===== config.mk =====
export PLATFORM = sky130hd
export DESIGN_NAME = nec_ir_frame_decoder_unit_flat
export DESIGN_NICKNAME = d
export VERILOG_FILES = /design/src/necir_pkg.sv /design/src/necir_ifs.sv /design/src/necir_cfg_regs.sv /design/src/necir_step.sv /design/src/necir_out_reg.sv /design/src/nec_ir_frame_decoder_unit.sv /design/src/flat_wrapper.sv
export SDC_FILE = /design/constraint.sdc
export NUM_CORES = 1
export LEC_CHECK = 0
export ABC_AREA = 1
export ABC_CLOCK_PERIOD_IN_PS = 3450
export BUFFER_PORTS_ARGS = -buffer_cell sky130_fd_sc_hd__buf_2
export CAP_MARGIN = 20
export CORE_UTILIZATION = 48
export CTS_CLUSTER_DIAMETER = 40
export DETAILED_ROUTE_END_ITERATION = 10
export HOLD_SLACK_MARGIN = 0.02
export PLACE_DENSITY = 0.63
export SLEW_MARGIN = 20
export SYNTH_ARGS = -nofsm -noshare
export SYNTH_HDL_FRONTEND = slang
export SYNTH_SLANG_ARGS = --single-unit

===== constraint.sdc =====
create_clock -name clk -period 3.45 [get_ports clk]
set_input_delay 0.8625 -clock clk [delete_from_list [all_inputs] [get_ports clk]]
set_output_delay 0.8625 -clock clk [all_outputs]
set_load 0.05 [all_outputs]

===== src/necir_pkg.sv =====
// shared types and constants for the nec ir frame decoder
// no dependencies; used by every other file of the block but the defines header
package necir_pkg;

	localparam int DURATION_WIDTH_DEF = 16;
	localparam int FRAME_BITS_DEF     = 32;
	localparam int CFG_W              = 16;
	localparam int CFG_IDX_W          = 4;
	localparam int STATUS_W           = 3;
	localparam int FRAME_W            = 32;

	localparam logic [CFG_IDX_W-1:0] REG_LEADER_MARK_MIN  = 4'd0;
	localparam logic [CFG_IDX_W-1:0] REG_LEADER_MARK_MAX  = 4'd1;
	localparam logic [CFG_IDX_W-1:0] REG_LEADER_SPACE_MIN = 4'd2;
	localparam logic [CFG_IDX_W-1:0] REG_LEADER_SPACE_MAX = 4'd3;
	localparam logic [CFG_IDX_W-1:0] REG_SHORT_PULSE_MIN  = 4'd4;
	localparam logic [CFG_IDX_W-1:0] REG_SHORT_PULSE_MAX  = 4'd5;
	localparam logic [CFG_IDX_W-1:0] REG_ONE_SPACE_MIN    = 4'd6;
	localparam logic [CFG_IDX_W-1:0] REG_ONE_SPACE_MAX    = 4'd7;

	localparam logic [CFG_W-1:0] RST_LEADER_MARK_MIN  = 16'd2700;
	localparam logic [CFG_W-1:0] RST_LEADER_MARK_MAX  = 16'd2850;
	localparam logic [CFG_W-1:0] RST_LEADER_SPACE_MIN = 16'd1350;
	localparam logic [CFG_W-1:0] RST_LEADER_SPACE_MAX = 16'd1450;
	localparam logic [CFG_W-1:0] RST_SHORT_PULSE_MIN  = 16'd160;
	localparam logic [CFG_W-1:0] RST_SHORT_PULSE_MAX  = 16'd190;
	localparam logic [CFG_W-1:0] RST_ONE_SPACE_MIN    = 16'd490;
	localparam logic [CFG_W-1:0] RST_ONE_SPACE_MAX    = 16'd560;

	localparam logic [STATUS_W-1:0] STATUS_OK               = 3'd0;
	localparam logic [STATUS_W-1:0] STATUS_BAD_LEADER_MARK  = 3'd1;
	localparam logic [STATUS_W-1:0] STATUS_BAD_LEADER_SPACE = 3'd2;
	localparam logic [STATUS_W-1:0] STATUS_BAD_BIT_MARK     = 3'd3;
	localparam logic [STATUS_W-1:0] STATUS_BAD_BIT_SPACE    = 3'd4;

	typedef enum logic [2:0] {
		PH_IDLE   = 3'd0,
		PH_LSPACE = 3'd1,
		PH_BMARK  = 3'd2,
		PH_BSPACE = 3'd3,
		PH_STOP   = 3'd4
	} phase_t;

	typedef struct packed {
		logic [CFG_W-1:0] leader_mark_min;
		logic [CFG_W-1:0] leader_mark_max;
		logic [CFG_W-1:0] leader_space_min;
		logic [CFG_W-1:0] leader_space_max;
		logic [CFG_W-1:0] short_pulse_min;
		logic [CFG_W-1:0] short_pulse_max;
		logic [CFG_W-1:0] one_space_min;
		logic [CFG_W-1:0] one_space_max;
	} cfg_t;

	typedef struct packed {
		logic [STATUS_W-1:0] status;
		logic [FRAME_W-1:0]  bits;
	} result_t;

endpackage


===== src/necir_ifs.sv =====
// channel interfaces of the nec ir frame decoder: pulses in, frames out, register writes
// depends on necir_pkg
interface necir_pulse_if #(
	parameter int DURATION_WIDTH = necir_pkg::DURATION_WIDTH_DEF
);
	logic                      valid;
	logic                      ready;
	logic                      is_mark;
	logic [DURATION_WIDTH-1:0] duration;

	modport source (output valid, is_mark, duration, input ready);
	modport sink (input valid, is_mark, duration, output ready);
endinterface

interface necir_frame_if;
	logic                          valid;
	logic                          ready;
	logic [necir_pkg::STATUS_W-1:0] status;
	logic [7:0]                    addr_byte;
	logic [7:0]                    addr_inv_byte;
	logic [7:0]                    cmd_byte;
	logic [7:0]                    cmd_inv_byte;

	modport source (output valid, status, addr_byte, addr_inv_byte, cmd_byte, cmd_inv_byte,
		input ready);
	modport sink (input valid, status, addr_byte, addr_inv_byte, cmd_byte, cmd_inv_byte,
		output ready);
endinterface

interface necir_cfg_if;
	logic                            valid;
	logic                            ready;
	logic [necir_pkg::CFG_IDX_W-1:0] index;
	logic [necir_pkg::CFG_W-1:0]     data;

	modport source (output valid, index, data, input ready);
	modport sink (input valid, index, data, output ready);
endinterface


===== src/necir_cfg_regs.sv =====
// timing window registers, written through the configuration channel
// depends on necir_pkg and necir_cfg_if
module necir_cfg_regs (
	input  logic              clk,
	input  logic              arst_n,
	necir_cfg_if.sink         cfg,
	output necir_pkg::cfg_t   regs
);

	necir_pkg::cfg_t regs_q;

	assign cfg.ready = 1'b1;
	assign regs      = regs_q;

	always_ff @(posedge clk or negedge arst_n) begin
		if (!arst_n) begin
			regs_q.leader_mark_min  <= necir_pkg::RST_LEADER_MARK_MIN;
			regs_q.leader_mark_max  <= necir_pkg::RST_LEADER_MARK_MAX;
			regs_q.leader_space_min <= necir_pkg::RST_LEADER_SPACE_MIN;
			regs_q.leader_space_max <= necir_pkg::RST_LEADER_SPACE_MAX;
			regs_q.short_pulse_min  <= necir_pkg::RST_SHORT_PULSE_MIN;
			regs_q.short_pulse_max  <= necir_pkg::RST_SHORT_PULSE_MAX;
			regs_q.one_space_min    <= necir_pkg::RST_ONE_SPACE_MIN;
			regs_q.one_space_max    <= necir_pkg::RST_ONE_SPACE_MAX;
		end else if (cfg.valid) begin
			unique case (cfg.index)
				necir_pkg::REG_LEADER_MARK_MIN:  regs_q.leader_mark_min  <= cfg.data;
				necir_pkg::REG_LEADER_MARK_MAX:  regs_q.leader_mark_max  <= cfg.data;
				necir_pkg::REG_LEADER_SPACE_MIN: regs_q.leader_space_min <= cfg.data;
				necir_pkg::REG_LEADER_SPACE_MAX: regs_q.leader_space_max <= cfg.data;
				necir_pkg::REG_SHORT_PULSE_MIN:  regs_q.short_pulse_min  <= cfg.data;
				necir_pkg::REG_SHORT_PULSE_MAX:  regs_q.short_pulse_max  <= cfg.data;
				necir_pkg::REG_ONE_SPACE_MIN:    regs_q.one_space_min    <= cfg.data;
				necir_pkg::REG_ONE_SPACE_MAX:    regs_q.one_space_max    <= cfg.data;
				default: ;
			endcase
		end
	end

endmodule


===== src/necir_step.sv =====
// input register and per-pulse frame state machine
// depends on necir_pkg and necir_pulse_if
module necir_step #(
	parameter int DURATION_WIDTH = necir_pkg::DURATION_WIDTH_DEF,
	parameter int FRAME_BITS     = necir_pkg::FRAME_BITS_DEF
) (
	input  logic                clk,
	input  logic                arst_n,
	necir_pulse_if.sink         pulse,
	input  necir_pkg::cfg_t     regs,
	output logic                res_valid,
	input  logic                res_ready,
	output necir_pkg::result_t  res
);

	localparam int CMP_W = (DURATION_WIDTH > necir_pkg::CFG_W) ? DURATION_WIDTH
		: necir_pkg::CFG_W;
	localparam int CNT_W = $clog2(FRAME_BITS);
	localparam logic [CNT_W-1:0] LAST_BIT = CNT_W'(FRAME_BITS - 1);

	function automatic logic in_win(input logic [CMP_W-1:0] d,
		input logic [necir_pkg::CFG_W-1:0] lo, input logic [necir_pkg::CFG_W-1:0] hi);
		return (d > CMP_W'(lo)) && (d < CMP_W'(hi));
	endfunction

	logic                      valid_s1;
	logic                      is_mark_s1;
	logic [DURATION_WIDTH-1:0] duration_s1;

	necir_pkg::phase_t     phase_q, phase_n;
	logic [CNT_W-1:0]      bit_cnt_q, bit_cnt_n;
	logic [FRAME_BITS-1:0] shift_q, shift_n, shift_in;

	logic [CMP_W-1:0] dur;
	logic             win_lmark, win_lspace, win_short, win_one;
	logic             advance;

	assign dur        = CMP_W'(duration_s1);
	assign win_lmark  = in_win(dur, regs.leader_mark_min, regs.leader_mark_max);
	assign win_lspace = in_win(dur, regs.leader_space_min, regs.leader_space_max);
	assign win_short  = in_win(dur, regs.short_pulse_min, regs.short_pulse_max);
	assign win_one    = in_win(dur, regs.one_space_min, regs.one_space_max);
	assign shift_in   = {win_one & ~win_short, shift_q[FRAME_BITS-1:1]};

	always_comb begin
		phase_n    = phase_q;
		bit_cnt_n  = bit_cnt_q;
		shift_n    = shift_q;
		res_valid  = 1'b0;
		res.status = necir_pkg::STATUS_OK;
		res.bits   = '0;
		if (valid_s1) begin
			unique case (phase_q)
				necir_pkg::PH_LSPACE: begin
					phase_n   = necir_pkg::PH_BMARK;
					bit_cnt_n = '0;
					shift_n   = '0;
					if (is_mark_s1 || !win_lspace) begin
						phase_n    = necir_pkg::PH_IDLE;
						res_valid  = 1'b1;
						res.status = necir_pkg::STATUS_BAD_LEADER_SPACE;
					end
				end
				necir_pkg::PH_BMARK: begin
					if (!is_mark_s1 || !win_short) begin
						phase_n    = necir_pkg::PH_IDLE;
						bit_cnt_n  = '0;
						shift_n    = '0;
						res_valid  = 1'b1;
						res.status = necir_pkg::STATUS_BAD_BIT_MARK;
					end else begin
						phase_n = necir_pkg::PH_BSPACE;
					end
				end
				necir_pkg::PH_BSPACE: begin
					if (is_mark_s1 || !(win_short || win_one)) begin
						phase_n    = necir_pkg::PH_IDLE;
						bit_cnt_n  = '0;
						shift_n    = '0;
						res_valid  = 1'b1;
						res.status = necir_pkg::STATUS_BAD_BIT_SPACE;
					end else if (bit_cnt_q == LAST_BIT) begin
						phase_n   = necir_pkg::PH_STOP;
						bit_cnt_n = '0;
						shift_n   = '0;
						res_valid = 1'b1;
						res.bits  = necir_pkg::FRAME_W'(shift_in);
					end else begin
						phase_n   = necir_pkg::PH_BMARK;
						bit_cnt_n = bit_cnt_q + CNT_W'(1);
						shift_n   = shift_in;
					end
				end
				necir_pkg::PH_STOP: begin
					phase_n   = necir_pkg::PH_IDLE;
					bit_cnt_n = '0;
					shift_n   = '0;
				end
				default: begin
					phase_n   = necir_pkg::PH_IDLE;
					bit_cnt_n = '0;
					shift_n   = '0;
					if (is_mark_s1) begin
						if (win_lmark) begin
							phase_n = necir_pkg::PH_LSPACE;
						end else begin
							res_valid  = 1'b1;
							res.status = necir_pkg::STATUS_BAD_LEADER_MARK;
						end
					end
				end
			endcase
		end
	end

	assign advance     = valid_s1 && (!res_valid || res_ready);
	assign pulse.ready = !valid_s1 || advance;

	always_ff @(posedge clk or negedge arst_n) begin
		if (!arst_n) begin
			valid_s1 <= 1'b0;
		end else if (pulse.ready) begin
			valid_s1 <= pulse.valid;
		end
	end

	always_ff @(posedge clk) begin
		if (pulse.valid && pulse.ready) begin
			is_mark_s1  <= pulse.is_mark;
			duration_s1 <= pulse.duration;
		end
	end

	always_ff @(posedge clk or negedge arst_n) begin
		if (!arst_n) begin
			phase_q   <= necir_pkg::PH_IDLE;
			bit_cnt_q <= '0;
			shift_q   <= '0;
		end else if (advance) begin
			phase_q   <= phase_n;
			bit_cnt_q <= bit_cnt_n;
			shift_q   <= shift_n;
		end
	end

endmodule


===== src/necir_out_reg.sv =====
// result register that holds a decoded frame or error until it is taken
// depends on necir_pkg and necir_frame_if
module necir_out_reg (
	input  logic               clk,
	input  logic               arst_n,
	input  logic               res_valid,
	output logic               res_ready,
	input  necir_pkg::result_t res,
	necir_frame_if.source      frame
);

	logic               out_valid_q;
	necir_pkg::result_t out_q;

	assign res_ready = !out_valid_q || frame.ready;

	always_ff @(posedge clk or negedge arst_n) begin
		if (!arst_n) begin
			out_valid_q <= 1'b0;
		end else if (res_ready) begin
			out_valid_q <= res_valid;
		end
	end

	always_ff @(posedge clk) begin
		if (res_valid && res_ready) begin
			out_q <= res;
		end
	end

	assign frame.valid         = out_valid_q;
	assign frame.status        = out_q.status;
	assign frame.addr_byte     = out_q.bits[7:0];
	assign frame.addr_inv_byte = out_q.bits[15:8];
	assign frame.cmd_byte      = out_q.bits[23:16];
	assign frame.cmd_inv_byte  = out_q.bits[31:24];

endmodule


===== src/nec_ir_frame_decoder_unit.sv =====
// NEC infrared frame decoder. Each pulse item (mark or space, duration in ticks) is taken
// into an input register; the frame state machine judges it against the window registers
// in that cycle and, when a frame completes or a pulse falls outside its window, writes
// one frame item (status and four bytes) into the result register. One pulse is accepted
// every clock cycle, save for the only stall: a full result register that frame.ready has
// not yet emptied. A pulse waits in the input register, and its result in the result register.
// Register writes take effect the cycle after they are accepted; cfg.ready is always high.
// Depends on necir_pkg, the channel interfaces, necir_cfg_regs, necir_step, necir_out_reg.
module nec_ir_frame_decoder_unit #(
	parameter int DURATION_WIDTH = necir_pkg::DURATION_WIDTH_DEF,
	parameter int FRAME_BITS     = necir_pkg::FRAME_BITS_DEF
) (
	input  logic          clk,
	input  logic          arst_n,
	necir_pulse_if.sink   pulse,
	necir_frame_if.source frame,
	necir_cfg_if.sink     cfg
);

	necir_pkg::cfg_t    regs;
	necir_pkg::result_t res;
	logic               res_valid;
	logic               res_ready;

	necir_cfg_regs u_cfg_regs (
		.clk    (clk),
		.arst_n (arst_n),
		.cfg    (cfg),
		.regs   (regs)
	);

	necir_step #(
		.DURATION_WIDTH (DURATION_WIDTH),
		.FRAME_BITS     (FRAME_BITS)
	) u_step (
		.clk       (clk),
		.arst_n    (arst_n),
		.pulse     (pulse),
		.regs      (regs),
		.res_valid (res_valid),
		.res_ready (res_ready),
		.res       (res)
	);

	necir_out_reg u_out_reg (
		.clk       (clk),
		.arst_n    (arst_n),
		.res_valid (res_valid),
		.res_ready (res_ready),
		.res       (res),
		.frame     (frame)
	);

endmodule


===== src/flat_wrapper.sv =====
// flat-port wrapper written by rule: the top's interface ports become plain ports
module nec_ir_frame_decoder_unit_flat 
#(
	parameter int DURATION_WIDTH = necir_pkg::DURATION_WIDTH_DEF,
	parameter int FRAME_BITS     = necir_pkg::FRAME_BITS_DEF
)
  (clk, arst_n, pulse_valid, pulse_is_mark, pulse_duration, pulse_ready, frame_valid, frame_status, frame_addr_byte, frame_addr_inv_byte, frame_cmd_byte, frame_cmd_inv_byte, frame_ready, cfg_valid, cfg_index, cfg_data, cfg_ready);
  necir_pulse_if #(.DURATION_WIDTH(DURATION_WIDTH)) pulse_i ();
  necir_frame_if frame_i ();
  necir_cfg_if cfg_i ();
  input  logic clk;
  input  logic arst_n;
  input wire logic [$bits(pulse_i.valid)-1:0] pulse_valid;
  input wire logic [$bits(pulse_i.is_mark)-1:0] pulse_is_mark;
  input wire logic [$bits(pulse_i.duration)-1:0] pulse_duration;
  output wire logic [$bits(pulse_i.ready)-1:0] pulse_ready;
  output wire logic [$bits(frame_i.valid)-1:0] frame_valid;
  output wire logic [$bits(frame_i.status)-1:0] frame_status;
  output wire logic [$bits(frame_i.addr_byte)-1:0] frame_addr_byte;
  output wire logic [$bits(frame_i.addr_inv_byte)-1:0] frame_addr_inv_byte;
  output wire logic [$bits(frame_i.cmd_byte)-1:0] frame_cmd_byte;
  output wire logic [$bits(frame_i.cmd_inv_byte)-1:0] frame_cmd_inv_byte;
  input wire logic [$bits(frame_i.ready)-1:0] frame_ready;
  input wire logic [$bits(cfg_i.valid)-1:0] cfg_valid;
  input wire logic [$bits(cfg_i.index)-1:0] cfg_index;
  input wire logic [$bits(cfg_i.data)-1:0] cfg_data;
  output wire logic [$bits(cfg_i.ready)-1:0] cfg_ready;
  assign pulse_i.valid = pulse_valid;
  assign pulse_i.is_mark = pulse_is_mark;
  assign pulse_i.duration = pulse_duration;
  assign pulse_ready = pulse_i.ready;
  assign frame_valid = frame_i.valid;
  assign frame_status = frame_i.status;
  assign frame_addr_byte = frame_i.addr_byte;
  assign frame_addr_inv_byte = frame_i.addr_inv_byte;
  assign frame_cmd_byte = frame_i.cmd_byte;
  assign frame_cmd_inv_byte = frame_i.cmd_inv_byte;
  assign frame_i.ready = frame_ready;
  assign cfg_i.valid = cfg_valid;
  assign cfg_i.index = cfg_index;
  assign cfg_i.data = cfg_data;
  assign cfg_ready = cfg_i.ready;
  nec_ir_frame_decoder_unit #(.DURATION_WIDTH(DURATION_WIDTH), .FRAME_BITS(FRAME_BITS)) u_core (.clk(clk), .arst_n(arst_n), .pulse(pulse_i), .frame(frame_i), .cfg(cfg_i));
endmodule

==> impl_metrics.sql <==
INSERT INTO impl_metrics (metric_group, metric, value, unit) VALUES
('global_route', 'grt_max_degree', '66', ''),
('logic_synthesis', 'mappedNetlistArea', '0.0118', 'mm²'),
('power_and_ir_drop', 'power.switching_fraction', '32.2', '%'),
('global_route', 'grt_first_pass_wirelength', '48300', 'µm'),
('clock_tree', 'clockRootBuffer', 'sky130_fd_sc_hd__clkbuf_16', ''),
('setup_path', 'slowest_stage_cell_crit_path', 'sky130_fd_sc_hd__edfxtp_1', ''),
('place', 'numPortBuffers', '78', ''),
('place', 'routabilityCongestion', '0.852', ''),
('status', 'outcome', 'finished, violations left', ''),
('cells_and_area', 'multiInputGateArea', '0.00514', 'mm²'),
('global_route', 'grt_pass1_vias', '9095', ''),
('setup_path', 'path_cells', 'ha_4 -> a21oi_2 -> nor2_1 -> nor3_2 -> nand2_1 -> nand2_2 -> nand4_1 -> nand2_1 -> nand2_1 -> nand2_2 -> nand3_2 -> nand2_4 -> buf_12', ''),
('floorplan', 'design.portCount', '80', ''),
('floorplan', 'die_width', '159', 'µm'),
('logic_synthesis', 'post-synth-top-area-cell', 'sky130_fd_sc_hd__dfrtp_1', ''),
('logic_synthesis', 'synth_top_cells_by_area', 'sky130_fd_sc_hd__dfrtp_1 28%, sky130_fd_sc_hd__ha_1 13%, sky130_fd_sc_hd__edfxtp_1 13%', ''),
('setup_path', 'critical_path.top_delay_family', 'simple AND/OR/NAND/NOR gates', ''),
('cells_and_area', 'final_design_area_no_fill', '0.0142', 'mm²'),
('power_and_ir_drop', 'switchingPower', '2.87', 'mW'),
('floorplan', 'floorplan.initialDensity', '49.7', '%'),
('power_and_ir_drop', 'max-vdd-ir-drop', '0.306', 'mV'),
('worst_hold_path', 'hold_path_class', 'in -> async', ''),
('setup_path', 'critical_path_buf_inv_count', '1', ''),
('route', 'ant_nets', '0', ''),
('timing', 'maxSlewHeadroom', '56.5', '%'),
('clock_tree', 'cts_max_path_buffers', '3', ''),
('setup_path', 'timing.critical_path.fanout_max', '5', ''),
('timing', 'final_critical_path_setup_slack', '-0.277', 'ns'),
('setup_path', 'worst-r2r-setup-slack', '0.02', 'ns'),
('floorplan', 'die_height', '159', 'µm'),
('route', 'drt-wirelength-per-cell', '16.4', 'µm'),
('clock_tree', 'cts_max_level', '2', ''),
('logic_synthesis', 'synth_ff_type', 'sky130_fd_sc_hd__dfrtp_1', ''),
('cells_and_area', 'areaGrowthSynthToFinish', '20.5', '%'),
('clock_tree', 'cts_inserted_buffers', '37', ''),
('place', 'placed_cell_area', '0.0126', 'mm²'),
('place', 'post-dp-hpwl', '20100', 'µm'),
('cells_and_area', 'final_layout_size_suffix_gt1_share', '18.5', '%'),
('timing', 'grt_setup_unrepaired', 'true', ''),
('timing', 'final.period_utilization', '108', '%'),
('route', 'firstDrtPassIters', '5', ''),
('place', 'preCtsSetupSlack', '-0.0665', 'ns'),
('cells_and_area', 'diodes_inserted', '0', ''),
('setup_path', 'cp.arrival', '2.86', 'ns'),
('timing', 'clock.fmax', '0.268', 'GHz'),
('route', 'detail_route.wirelength', '30000', 'µm'),
('logic_synthesis', 'synth_enable_flop_cells', '52', ''),
('power_and_ir_drop', 'clock_power_share', '38.1', '%'),
('logic_synthesis', 'synth.avg_cell_area', '8.70', 'µm²'),
('cells_and_area', 'mostFrequentLayoutCell', 'sky130_fd_sc_hd__nand2_1', ''),
('timing', 'report.final.slew_viol_count', '0', ''),
('setup_path', 'critical_path.startpoint_type', 'flip-flop', ''),
('timing', 'final-setup-viol-count', '1', ''),
('clock_tree', 'tritoncts', 'yes', ''),
('place', 'placed_cells_incl_taps', '1724', ''),
('floorplan', 'die_area', '0.0252', 'mm²'),
('cells_and_area', 'finish.utilization', '59.9', '%'),
('clock_tree', 'path_clk_slew', '0.05', 'ns'),
('logic_synthesis', 'synth_cell_type_count', '36', ''),
('cells_and_area', 'storage_cell_area', '0.00584', 'mm²'),
('global_route', 'antenna_found_initial', '0', ''),
('status', 'violations', 'setup timing', ''),
('floorplan', 'area_of_the_core', '0.0238', 'mm²'),
('timing', 'timing.final.crit_period', '3.73', 'ns'),
('global_route', 'globalRouteOverflowTotal', '0', ''),
('logic_synthesis', 'synth-seq-cells', '221', ''),
('route', 'detail_route.vias_per_cell', '5.14', ''),
('logic_synthesis', 'mapped_cells', '1355', ''),
('clock_tree', 'clock_sink_count', '221', ''),
('timing', 'fin_skew', '0.0237', 'ns'),
('job', 'max_cap_viols', '0', '');
## cells in the mapped netlist (3+ instances only)
| cell type | instances |
|---|---|
| sky130_fd_sc_hd__nand2_1 | 328 |
| sky130_fd_sc_hd__inv_1 | 215 |
| sky130_fd_sc_hd__o21ai_0 | 143 |
| sky130_fd_sc_hd__dfrtp_1 | 131 |
| sky130_fd_sc_hd__ha_1 | 126 |
| sky130_fd_sc_hd__nor2_1 | 116 |
| sky130_fd_sc_hd__a21oi_1 | 55 |
| sky130_fd_sc_hd__edfxtp_1 | 52 |
| sky130_fd_sc_hd__nand4_1 | 47 |
| sky130_fd_sc_hd__dfstp_2 | 38 |
| sky130_fd_sc_hd__clkbuf_1 | 32 |
| sky130_fd_sc_hd__nand3_1 | 19 |
| sky130_fd_sc_hd__nor3_1 | 8 |
| sky130_fd_sc_hd__buf_6 | 6 |
| sky130_fd_sc_hd__buf_2 | 5 |
| sky130_fd_sc_hd__o21a_1 | 5 |
| sky130_fd_sc_hd__buf_4 | 3 |
| sky130_fd_sc_hd__nand3_2 | 3 |
| sky130_fd_sc_hd__nor4_1 | 3 |
## layer usage
metal / global-route usage, % / wire (µm) / share of wire (%)
met1: 35.6 / 14500 / 48
met2: 36.4 / 13100 / 44
met3: 3.92 / 1760 / 5.9
met4: 6.40 / 556 / 1.9
met5: 0 / 0 / 0
## worst register-to-register path: stages, from the launching register on
cell and delay (ns):
sky130_fd_sc_hd__edfxtp_1 0.51, sky130_fd_sc_hd__buf_4 0.21, sky130_fd_sc_hd__ha_4 0.23, sky130_fd_sc_hd__a21oi_2 0.16, sky130_fd_sc_hd__o21a_1 0.16, sky130_fd_sc_hd__nand2_1 0.06, sky130_fd_sc_hd__nand2_1 0.07, sky130_fd_sc_hd__nand2_2 0.06
sky130_fd_sc_hd__nand4_1 0.19, sky130_fd_sc_hd__nand2_1 0.11, sky130_fd_sc_hd__buf_4 0.15, sky130_fd_sc_hd__buf_4 0.12, sky130_fd_sc_hd__buf_4 0.12, sky130_fd_sc_hd__buf_4 0.12, sky130_fd_sc_hd__buf_4 0.12, sky130_fd_sc_hd__buf_4 0.12
sky130_fd_sc_hd__buf_4 0.13, sky130_fd_sc_hd__buf_4 0.12, sky130_fd_sc_hd__buf_4 0.12, sky130_fd_sc_hd__buf_4 0.12, sky130_fd_sc_hd__buf_4 0.13, sky130_fd_sc_hd__o21ai_2 0.14
## registers in the layout, summed over array words and instances, names as in the netlist, 5 cells and up
signal and count:
u_core.u_cfg_regs.regs 128, u_core.u_out_reg.frame.addr_byte 8, u_core.u_out_reg.frame.addr_inv_byte 8, u_core.u_out_reg.frame.cmd_byte 8, u_core.u_out_reg.frame.cmd_inv_byte 8, u_core.u_step.bit_cnt_q 5
u_core.u_step.dur 16, u_core.u_step.shift_q 31
## layout make-up
cell class | count | area share, %
Multi-Input combinational cell | 873 | 36.1
Clock inverter | 18 | 1.05
Sequential cell | 221 | 41.1
Clock buffer | 49 | 6.97
Timing Repair Buffer | 135 | 6.28
Tap cell | 319 | 2.81
Inverter | 216 | 5.70
## power groups by stage
stage               logic (mW)  clock network (mW)  registers (mW)
global route              2.40                3.57            3.42
detailed placement        1.92                   0            3.43
finish                    2.13                3.39            3.38
CTS                       2.05                3.44            3.37
global placement          1.87                   0            3.43
floorplan                 1.15                   0            3.61
## final timing paths
check,start,end,depth (start not counted)
max,u_core.u_step.dur[5]$_DFFE_PP_,pulse_ready,13
min,arst_n,u_core.u_cfg_regs.regs[2]$_DFFE_PN0P_,1
max reg2reg,u_core.u_step.dur[5]$_DFFE_PP_,u_core.u_out_reg.frame.status[0]$_SDFFCE_PN0P_,21
min reg2reg,u_core.u_step.shift_q[29]$_DFFE_PN0P_,u_core.u_step.shift_q[29]$_DFFE_PN0P_,2
max in group asynchronous,arst_n,u_core.u_cfg_regs.regs[9]$_DFFE_PN1P_,2
min in group clk,u_core.u_step.shift_q[29]$_DFFE_PN0P_,u_core.u_step.shift_q[29]$_DFFE_PN0P_,2
## repair_timing
item	in CTS	in global routing
hold buffers	0	0
setup buffers	35	5
pin swaps	7	17
resized for setup	25	23
cloned	0	1
endpoints found under the setup margin	54	55
## logic make-up after synthesis
family	Yosys count	synth area share, %
simple gates	530	18.7
compound gates	213	9.40
flops	221	49.5
buf+inv	262	8.87
fa+ha+maj	126	13.4
other cells	1	0.0318
xor+xnor	2	0.149
Note: power is estimated with default switching activity, not from simulation.
